$ cat src/hdl/swsi_pkg.sv
// ----------------------------------------------------------------------------
// swsi_pkg
// Shared types and constants for the stack with sorted insert.
// ----------------------------------------------------------------------------
package swsi_pkg;

  // Stack geometry.
  localparam int STACK_DEPTH = 16;
  localparam int DATA_W      = 32;
  localparam int CNT_W       = $clog2(STACK_DEPTH + 1);
  localparam int IDX_W       = $clog2(STACK_DEPTH);

  // Operation codes carried by the mode field.
  typedef enum logic [1:0] {
    MODE_PUSH   = 2'd0,
    MODE_POP    = 2'd1,
    MODE_PEEK   = 2'd2,
    MODE_INSERT = 2'd3
  } mode_t;

  // Status codes returned with each result word.
  localparam logic [1:0] STATUS_OK    = 2'd0;
  localparam logic [1:0] STATUS_EMPTY = 2'd1;
  localparam logic [1:0] STATUS_FULL  = 2'd2;

  // Controller states.
  typedef enum logic {
    ST_IDLE = 1'b0,
    ST_HOLD = 1'b1
  } state_t;

  // Commands from the controller to the datapath.
  typedef struct packed {
    logic exec;
  } swsi_cmd_t;

  // Status from the datapath to the controller.
  typedef struct packed {
    logic empty;
    logic full;
  } swsi_stat_t;

endpackage

$ cat src/hdl/swsi_ctrl.sv
// ----------------------------------------------------------------------------
// swsi_ctrl
// Handshake controller: accepts one command word and holds its result word
// until the receiver takes it.
// ----------------------------------------------------------------------------
module swsi_ctrl (
  input  logic                 clk,
  input  logic                 rst,
  input  logic                 cmd_valid,
  output logic                 cmd_stall,
  output logic                 rsp_valid,
  input  logic                 rsp_stall,
  input  swsi_pkg::swsi_stat_t dp_stat,
  output swsi_pkg::swsi_cmd_t  dp_cmd
);
  import swsi_pkg::*;

  state_t state;
  state_t state_next;
  logic   accept;

  // State register.
  always_ff @(posedge clk) begin
    if (rst) begin
      state <= ST_IDLE;
    end else begin
      state <= state_next;
    end
  end

  // A new word is taken when the result register is free or being emptied.
  always_comb begin
    cmd_stall   = (state == ST_HOLD) && rsp_stall;
    rsp_valid   = (state == ST_HOLD);
    accept      = cmd_valid && !cmd_stall;
    dp_cmd.exec = accept;
    state_next  = state;
    unique case (state)
      ST_IDLE: begin
        if (accept) state_next = ST_HOLD;
      end
      ST_HOLD: begin
        if (!rsp_stall && !accept) state_next = ST_IDLE;
      end
      default: state_next = ST_IDLE;
    endcase
  end

  // The status flags are informational here; an empty and full stack at
  // once cannot occur.
  logic unused_stat;
  assign unused_stat = dp_stat.empty & dp_stat.full;

endmodule

$ cat src/hdl/swsi_dp.sv
// ----------------------------------------------------------------------------
// swsi_dp
// Datapath: a row of stack cells with per-cell compare and shift, the entry
// counter and the result register.
// ----------------------------------------------------------------------------
module swsi_dp (
  input  logic                                  clk,
  input  logic                                  rst,
  input  swsi_pkg::swsi_cmd_t                   dp_cmd,
  output swsi_pkg::swsi_stat_t                  dp_stat,
  input  logic [1:0]                            mode,
  input  logic signed [swsi_pkg::DATA_W-1:0]    value,
  output logic signed [swsi_pkg::DATA_W-1:0]    result_value,
  output logic [1:0]                            status,
  output logic [swsi_pkg::CNT_W-1:0]            depth_used
);
  import swsi_pkg::*;

  logic signed [DATA_W-1:0] entries [STACK_DEPTH];
  logic [CNT_W-1:0]         count;
  logic [CNT_W-1:0]         count_next;
  logic [CNT_W-1:0]         cnt_dec;
  logic [IDX_W-1:0]         top_idx;
  logic [STACK_DEPTH-1:0]   held;
  logic [STACK_DEPTH-1:0]   not_greater;
  logic [STACK_DEPTH-1:0]   shift_up;
  logic                     is_write;
  logic                     is_insert;
  logic                     do_write;
  logic                     do_pop;
  logic                     empty;
  logic                     full;
  logic signed [DATA_W-1:0] rd_value;
  logic [1:0]               st_value;

  // Decode the operation and the stack limits.
  always_comb begin
    empty     = (count == '0);
    full      = (count == CNT_W'(STACK_DEPTH));
    is_insert = (mode == MODE_INSERT);
    is_write  = (mode == MODE_PUSH) || is_insert;
    do_write  = dp_cmd.exec && is_write && !full;
    do_pop    = dp_cmd.exec && (mode == MODE_POP) && !empty;
    cnt_dec   = count - 1'b1;
    top_idx   = cnt_dec[IDX_W-1:0];
    dp_stat.empty = empty;
    dp_stat.full  = full;
  end

  // Per-cell compare: which held cells do not exceed the new value.
  for (genvar i = 0; i < STACK_DEPTH; i++) begin : g_cmp
    assign held[i]        = (CNT_W'(i) < count);
    assign not_greater[i] = held[i] && !(entries[i] > value);
    // A cell moves up when it and every held cell above it is greater.
    assign shift_up[i]    = is_insert && held[i] && ((not_greater >> i) == '0);
  end

  // Cell update: take the value, take the cell below, or keep.
  for (genvar i = 0; i < STACK_DEPTH; i++) begin : g_cell
    logic at_slot;
    logic from_below;
    if (i == 0) begin : g_bottom
      assign from_below = 1'b0;
      assign at_slot    = shift_up[i] || (count == CNT_W'(i));
    end else begin : g_upper
      assign from_below = shift_up[i-1];
      assign at_slot    = !shift_up[i-1] && (shift_up[i] || (count == CNT_W'(i)));
    end
    always_ff @(posedge clk) begin
      if (do_write) begin
        if (from_below) begin
          entries[i] <= entries[i-1 < 0 ? 0 : i-1];
        end else if (at_slot) begin
          entries[i] <= value;
        end
      end
    end
  end

  // Next count and result word.
  always_comb begin
    count_next = count;
    rd_value   = '0;
    st_value   = STATUS_OK;
    if (is_write) begin
      if (full) st_value = STATUS_FULL;
      else count_next = count + 1'b1;
    end else begin
      if (empty) begin
        st_value = STATUS_EMPTY;
      end else begin
        rd_value = entries[top_idx];
        if (mode == MODE_POP) count_next = cnt_dec;
      end
    end
  end

  // Entry counter.
  always_ff @(posedge clk) begin
    if (rst) begin
      count <= '0;
    end else if (do_write || do_pop) begin
      count <= count_next;
    end
  end

  // Result register, loaded once per accepted word.
  always_ff @(posedge clk) begin
    if (dp_cmd.exec) begin
      result_value <= rd_value;
      status       <= st_value;
      depth_used   <= count_next;
    end
  end

endmodule

$ cat src/hdl/stack_with_sorted_insert.sv
// ----------------------------------------------------------------------------
// stack_with_sorted_insert
// Bounded LIFO stack of signed words with push, pop, peek and sorted insert.
// ----------------------------------------------------------------------------
// Usage:
//   The command channel (cmd_valid, cmd_stall, mode, value) carries one word
//   per operation; the response channel (rsp_valid, rsp_stall, result_value,
//   status, depth_used) returns exactly one word for each command.
//   Every operation, sorted insert included, completes in the cycle it is
//   accepted: all cells compare against the new value in parallel and the
//   greater run on top shifts up by one cell. The response word appears in the
//   cycle after acceptance. A single result register sits between the
//   channels, so one word per cycle is sustained while the receiver keeps
//   rsp_stall low.
//   When the receiver stalls, the response word holds and cmd_stall rises
//   until that word is taken; a new command is accepted in the same cycle
//   the pending word leaves.
//   Reset empties the stack (the entry count clears) and drops any pending
//   response. Pop or peek on an empty stack returns status empty and 0;
//   push or insert on a full stack returns status full and changes nothing.
// ----------------------------------------------------------------------------
module stack_with_sorted_insert (
  input  logic                               clk,
  input  logic                               rst,
  input  logic                               cmd_valid,
  output logic                               cmd_stall,
  input  logic [1:0]                         mode,
  input  logic signed [swsi_pkg::DATA_W-1:0] value,
  output logic                               rsp_valid,
  input  logic                               rsp_stall,
  output logic signed [swsi_pkg::DATA_W-1:0] result_value,
  output logic [1:0]                         status,
  output logic [swsi_pkg::CNT_W-1:0]         depth_used
);
  import swsi_pkg::*;

  swsi_cmd_t  dp_cmd;
  swsi_stat_t dp_stat;

  // Handshake controller.
  swsi_ctrl u_ctrl (
    .clk       (clk),
    .rst       (rst),
    .cmd_valid (cmd_valid),
    .cmd_stall (cmd_stall),
    .rsp_valid (rsp_valid),
    .rsp_stall (rsp_stall),
    .dp_stat   (dp_stat),
    .dp_cmd    (dp_cmd)
  );

  // Stack cells, counter and result register.
  swsi_dp u_dp (
    .clk          (clk),
    .rst          (rst),
    .dp_cmd       (dp_cmd),
    .dp_stat      (dp_stat),
    .mode         (mode),
    .value        (value),
    .result_value (result_value),
    .status       (status),
    .depth_used   (depth_used)
  );

  // An accepted command always yields a response word in the next cycle.
  a_rsp_follows: assert property (@(posedge clk) disable iff (rst)
    (cmd_valid && !cmd_stall) |=> rsp_valid)
    else $error("accepted command produced no response");

  // A full status is only reported with the stack at capacity.
  a_full_depth: assert property (@(posedge clk) disable iff (rst)
    (rsp_valid && status == STATUS_FULL) |-> (depth_used == CNT_W'(STACK_DEPTH)))
    else $error("full status with stack not at capacity");

  // An empty status comes with zero depth and a zero value.
  a_empty_zero: assert property (@(posedge clk) disable iff (rst)
    (rsp_valid && status == STATUS_EMPTY) |-> (depth_used == '0 && result_value == '0))
    else $error("empty status with nonzero depth or value");

  // The reported depth never exceeds the capacity.
  a_depth_max: assert property (@(posedge clk) disable iff (rst)
    rsp_valid |-> (depth_used <= CNT_W'(STACK_DEPTH)))
    else $error("depth beyond capacity");

endmodule

$ cat config.mk
export PLATFORM = sky130hd
export DESIGN_NAME = stack_with_sorted_insert
export DESIGN_NICKNAME = d
export VERILOG_FILES = /design/src/hdl/swsi_pkg.sv /design/src/hdl/swsi_ctrl.sv /design/src/hdl/swsi_dp.sv /design/src/hdl/stack_with_sorted_insert.sv
export SDC_FILE = /design/constraint.sdc
export NUM_CORES = 2
export LEC_CHECK = 0
export BUFFER_PORTS_ARGS = -buffer_cell sky130_fd_sc_hd__buf_4
export CAP_MARGIN = 15
export CORE_MARGIN = 10
export CORE_UTILIZATION = 55
export DETAILED_ROUTE_END_ITERATION = 8
export PLACE_DENSITY = 0.71
export SLEW_MARGIN = 5
export SYNTH_ARGS = -nofsm -noshare
export SYNTH_HDL_FRONTEND = slang
export SYNTH_SLANG_ARGS = --single-unit
$ cat constraint.sdc
create_clock -name clk -period 7.2 [get_ports clk]
set_input_delay 1.44 -clock clk [delete_from_list [all_inputs] [get_ports clk]]
set_output_delay 1.44 -clock clk [all_outputs]
set_load 0.02 [all_outputs]
# After elaboration in Yosys (flattened, before gate mapping)
# Memories as Yosys holds them, arrays and structs flattened. A register that Yosys moved wholly into a read port is not among the register bits.
# Cells that the tools add are included.
[classes]
reduce_logical = 143
n_addsub = 2
mux = 133
eq_ne = 18
magnitude_cmp = 32
n_bitwise = 16
[ops]
columns = ["operator", "n"]
rows = [
  ["$gt A32 B32 Y1", 16],
  ["$mux W32", 15],
  ["$logic_not A16 Y1", 16],
  ["$mux W1", 111],
  ["$logic_and A1 B1 Y1", 70],
  ["$eq A5 B4 Y1 const B", 8],
  ["$lt A4 B5 Y1 const A", 8],
  ["$logic_not A1 Y1", 36],
  ["$eq A5 B3 Y1 const B", 4],
  ["$lt A3 B5 Y1 const A", 4],
  ["$mux W5", 4],
  ["$logic_or A1 B1 Y1", 18],
  ["$or A1 B1 Y1", 15],
  ["$eq A5 B2 Y1 const B", 2],
  ["$lt A1 B5 Y1 const A", 2],
  ["$lt A2 B5 Y1 const A", 2],
  ["$add A5 B1 Y5 const B", 1],
  ["$eq A5 B1 Y1 const B", 1],
  ["$eq A5 B5 Y1 const B", 1],
  ["$logic_not A5 Y1", 1],
  ["$sub A5 B1 Y5 const B", 1],
  ["$mux W2", 2],
  ["$eq A2 B1 Y1 const B", 1],
  ["$eq A2 B2 Y1 const B", 1],
  ["4 further kinds", 4],
]
[word_totals]
regBits = 13
wordCells = 349
inputBits = 38
ram_bits = 512
output_inout_bits = 41
memories = 1
[mem_list]
columns = ["memory", "depth", "width", "rd", "rd_clocked_by_memory_dff", "wr", "line_no", "rtl"]
rows = [
  ["u_dp.entries", 16, 32, 17, 1, 16, "swsi_dp.sv:19", "logic signed [DATA_W-1:0] entries [STACK_DEPTH];"],
]

# Depth between registers and ports, before layout
# An unclocked memory read counts as a cell.
[logic_depth]
ltp_word = 13
mapped_depth = 15
mapped_depth_nobuf = 13

# Cells and area by module
# From an unflattened synthesis, not the netlist that was laid out.
[hier_totals]
cells_unflattened = 2982
area_unflattened_um2 = 39351.5
[modules_own_cells]
columns = ["module", "n_inst", "area_each_um2", "cells_each", "seq_area_each_um2"]
rows = [
  ["swsi_dp", 1, 39305.2, 2977, 16646.0],
  ["swsi_ctrl", 1, 46.3, 5, 20.0],
]

# Least setup slack after synthesis
# OpenSTA, ideal clock, no wires.
[synth_timing]
kind = "in2reg"
startpoint = "input port value[14] (netlist name)"
endpoint = "memory u_dp.entries[10][0] (enable)"
setup_ns = 0.441
t_required_ns = 6.759
arrival_ns = 6.062
cell_stages = 12
path_slack_ns = 0.697
n_path_buf = 0
path_cell_list = "inv_1 -> ha_1 -> a21oi_1 -> nand2_1 -> a221o_1 -> a211o_1 -> a2111oi_4 -> xor2_1 -> o2111ai_2 -> or2_0 -> or3_1 -> a31oi_1"
[synth_rtl]
columns = ["item", "line_no", "rtl"]
rows = [
  ["start: declaration", "stack_with_sorted_insert.sv:28", "input logic signed [swsi_pkg::DATA_W-1:0] value,"],
  ["end: declaration", "swsi_dp.sv:19", ""],
]

==> run metrics <==
fin. max-slew vios=0; CTS resizes=0; ys flop type=edfxtp_1; share of layout cells above drive strength 1=0.2705; CTS root buf=clkbuf_16; setup repair after global routing missed its margin=no; 1st-iter DRT viols=3493; Netlist cell types=75; Post-Syn Instances=3050; Detailed Route WL=117700 µm; Placer Congestion=0.9979; YS warnings=0; clock tree buffer depth=3; Critical Path Fanout Max=32; chip height=286.5 µm; RR Startpoint=u_dp.entries[13][27]; hpwl dp=87620 µm; Syn-to-layout area delta=10.78%; worst-case vdd ir drop=142.0 µV; max cap viols=0; top-area cell type share of the netlist area=0.4237; Die Area=0.08205 mm²; endpoints failing hold=0; worst hold path type=reg -> reg; post-route ant nets=0; die width=286.5 µm; vias per inst=6.857; fin nets=3695; crit path time final=6.264 ns; fmax=159.6 MHz; crit path DAT=6.62 ns; via count=28340; PortBufs=78; status=finished, violations left; Final Cycle Share=0.8701; number of antenna violations at the first check in global routing=2; clock tree from TritonCTS=yes; GR Overflow Total=0; Final Util=0.6166; Slew @ Worst Pin=1.206 ns; largest net degree at the start of global routing=102; Routed wire per std cell=28.48 µm; initial core utilization=0.5566; clock sinks=557; Residual DRC=1; Crit. Startpoint=value[31]; syn_nets=3607; Avg Inst Size Synth=12.80 µm²; Non-Filler Cell Area, Final=0.04326 mm²; failing checks=DRC; FF+latch count, synth=557; I/O Pins=79; FFs w/ async S/R, synth=0; Area contributors post-synth=edfxtp_1 (42%), ha_1 (17%), mux2_2 (13%); pwr/cell area=186.3 mW/mm²; Setup crit end kind=flop; router iterations before antenna repair=9; Post-synth EDFFs=551; hold_sp=u_dp.entries[11][11]; post-CTS setup buffer count=0; Worst Hold Slack=0.5990 ns; Setup TNS Final=0 ns; CP required=7.56 ns; total routing usage reported by global routing=0.2815; Core Area=0.07015 mm²; leak pwr=16.32 nW; final setup vio count=0; Core Rows=97; post-synthesis sequential area ratio=0.4268; vias in the first global route=28200; Worst-Skew Late Latency=0.62 ns; commonest cells in the netlist=edfxtp_1 (551), ha_1 (519), mux2_2 (436); Setup Crit Path Kind=in -> reg; top-count cell post-synth=edfxtp_1; hold buffer count at CTS=0; Critical Path Start Type=input port; first-pass GRT wire length=177100 µm; Setup Skew=0.02101 ns; synthesized cell area=0.03905 mm²; largest area contributor in the netlist=edfxtp_1; H-tree levels=3; CTS buffer count=68; clk slew on worst S/H paths=0.06 ns; slew margin rel.=0.1962; DP Area=0.04115 mm²
registers in the layout, indices dropped and copies added, names as in the netlist:
register / flops
u_ctrl.rsp_valid: 1
u_dp.count: 5
u_dp.depth_used: 5
u_dp.status: 2
u_dp.entries: 512
u_dp.result_value: 32
layout make-up:
type	count	area [µm²]
well taps	940	1176
inverters	77	289.0
multi-input cells	2274	21640
clock buffers	89	1853
fillers	5436	26890
clock inverters	33	229.0
diodes	2	5.005
repair buffers	160	1398
flip-flops and latches	557	16670
routing by layer:
metal / up-vias / GRT usage / share of wire
li1: 12420 / - / -
met1: 14260 / 0.3791 / 0.41
met2: 1391 / 0.4508 / 0.46
met3: 262 / 0.04868 / 0.087
met4: 0 / 0.1058 / 0.038
met5: - / 0 / 0
power breakdown:
part | internal [W] | switching [W]
clock network | 0.00189 | 0.00143
logic | 0.000435 | 0.000698
registers | 0.00357 | 0.0000349
critical path: stages:
cell,delay [ns]
buf_4,0.20
inv_1,0.38
ha_1,0.50
nand4_1,0.18
nor4_1,0.80
nor3b_1,0.34
nor4_1,0.10
nor3_1,0.38
o2111ai_2,0.27
or2_0,0.36
or3_1,0.56
a221oi_4,0.27
buf_4,0.43
mux2_2,0.39
kinds of logic after synthesis:
logic type / after synthesis / share of synthesized area
xor gates and xnor gates: 9 / 0.002019
adders and majority gates: 519 / 0.1663
AOI/OAI and AO/OA: 565 / 0.09267
buffers and inverters: 219 / 0.02406
muxes: 615 / 0.2140
and+or+nand+nor: 566 / 0.07418
DFF: 557 / 0.4268
final timing paths:
| path | endpoint | slack (ns) | depth (start not counted) |
|---|---|---|---|
| hold / removal | u_dp.entries[12][11] | 0.60 | 2 |
| hold reg to reg | u_dp.entries[12][11] | 0.60 | 2 |
| setup / recovery | u_dp.entries[9][19] | 0.94 | 14 |
| setup reg to reg | u_dp.entries[9][19] | 2.00 | 12 |
metrics by stage:
step | setup slack, ns | instances | power [W]
2_1_floorplan | 0.6975 | 3050 | 0.004360
3_3_place_gp | 0.5153 | 4006 | 0.004746
3_5_place_dp | 0.4254 | 4007 | 0.004775
4_1_cts | 1.045 | 4129 | 0.008060
5_1_grt | 0.7290 | 4132 | 0.008300
6_report | 0.9356 | 4132 | 0.008057
layout by cell type (no fill, tap or decap), types with 9 or more instances in the layout:
master / Yosys / final
mux2_4: 9 / 9
o211ai_1: 23 / 23
nor2b_1: 48 / 47
buf_4: 6 / 143
a221o_1: 17 / 16
a31oi_1: 10 / 9
clkbuf_16: 0 / 70
mux2i_1: 37 / 37
nand2b_1: 13 / 13
nor3_1: 26 / 26
inv_1: 75 / 74
clkinv_1: 2 / 15
clkbuf_1: 87 / 16
a221oi_1: 12 / 12
a211oi_1: 76 / 76
mux2_2: 436 / 436
nor4_1: 22 / 22
o21ai_0: 108 / 108
nand4_1: 107 / 107
edfxtp_1: 551 / 551
a21oi_1: 212 / 205
clkinv_2: 0 / 12
nand3_1: 51 / 49
ha_1: 519 / 518
nand2_1: 174 / 173
buf_12: 0 / 16
mux4_2: 128 / 128
nor2_1: 74 / 70
a21o_1: 46 / 46
No activity file was read; power rests on OpenSTA's default activity.
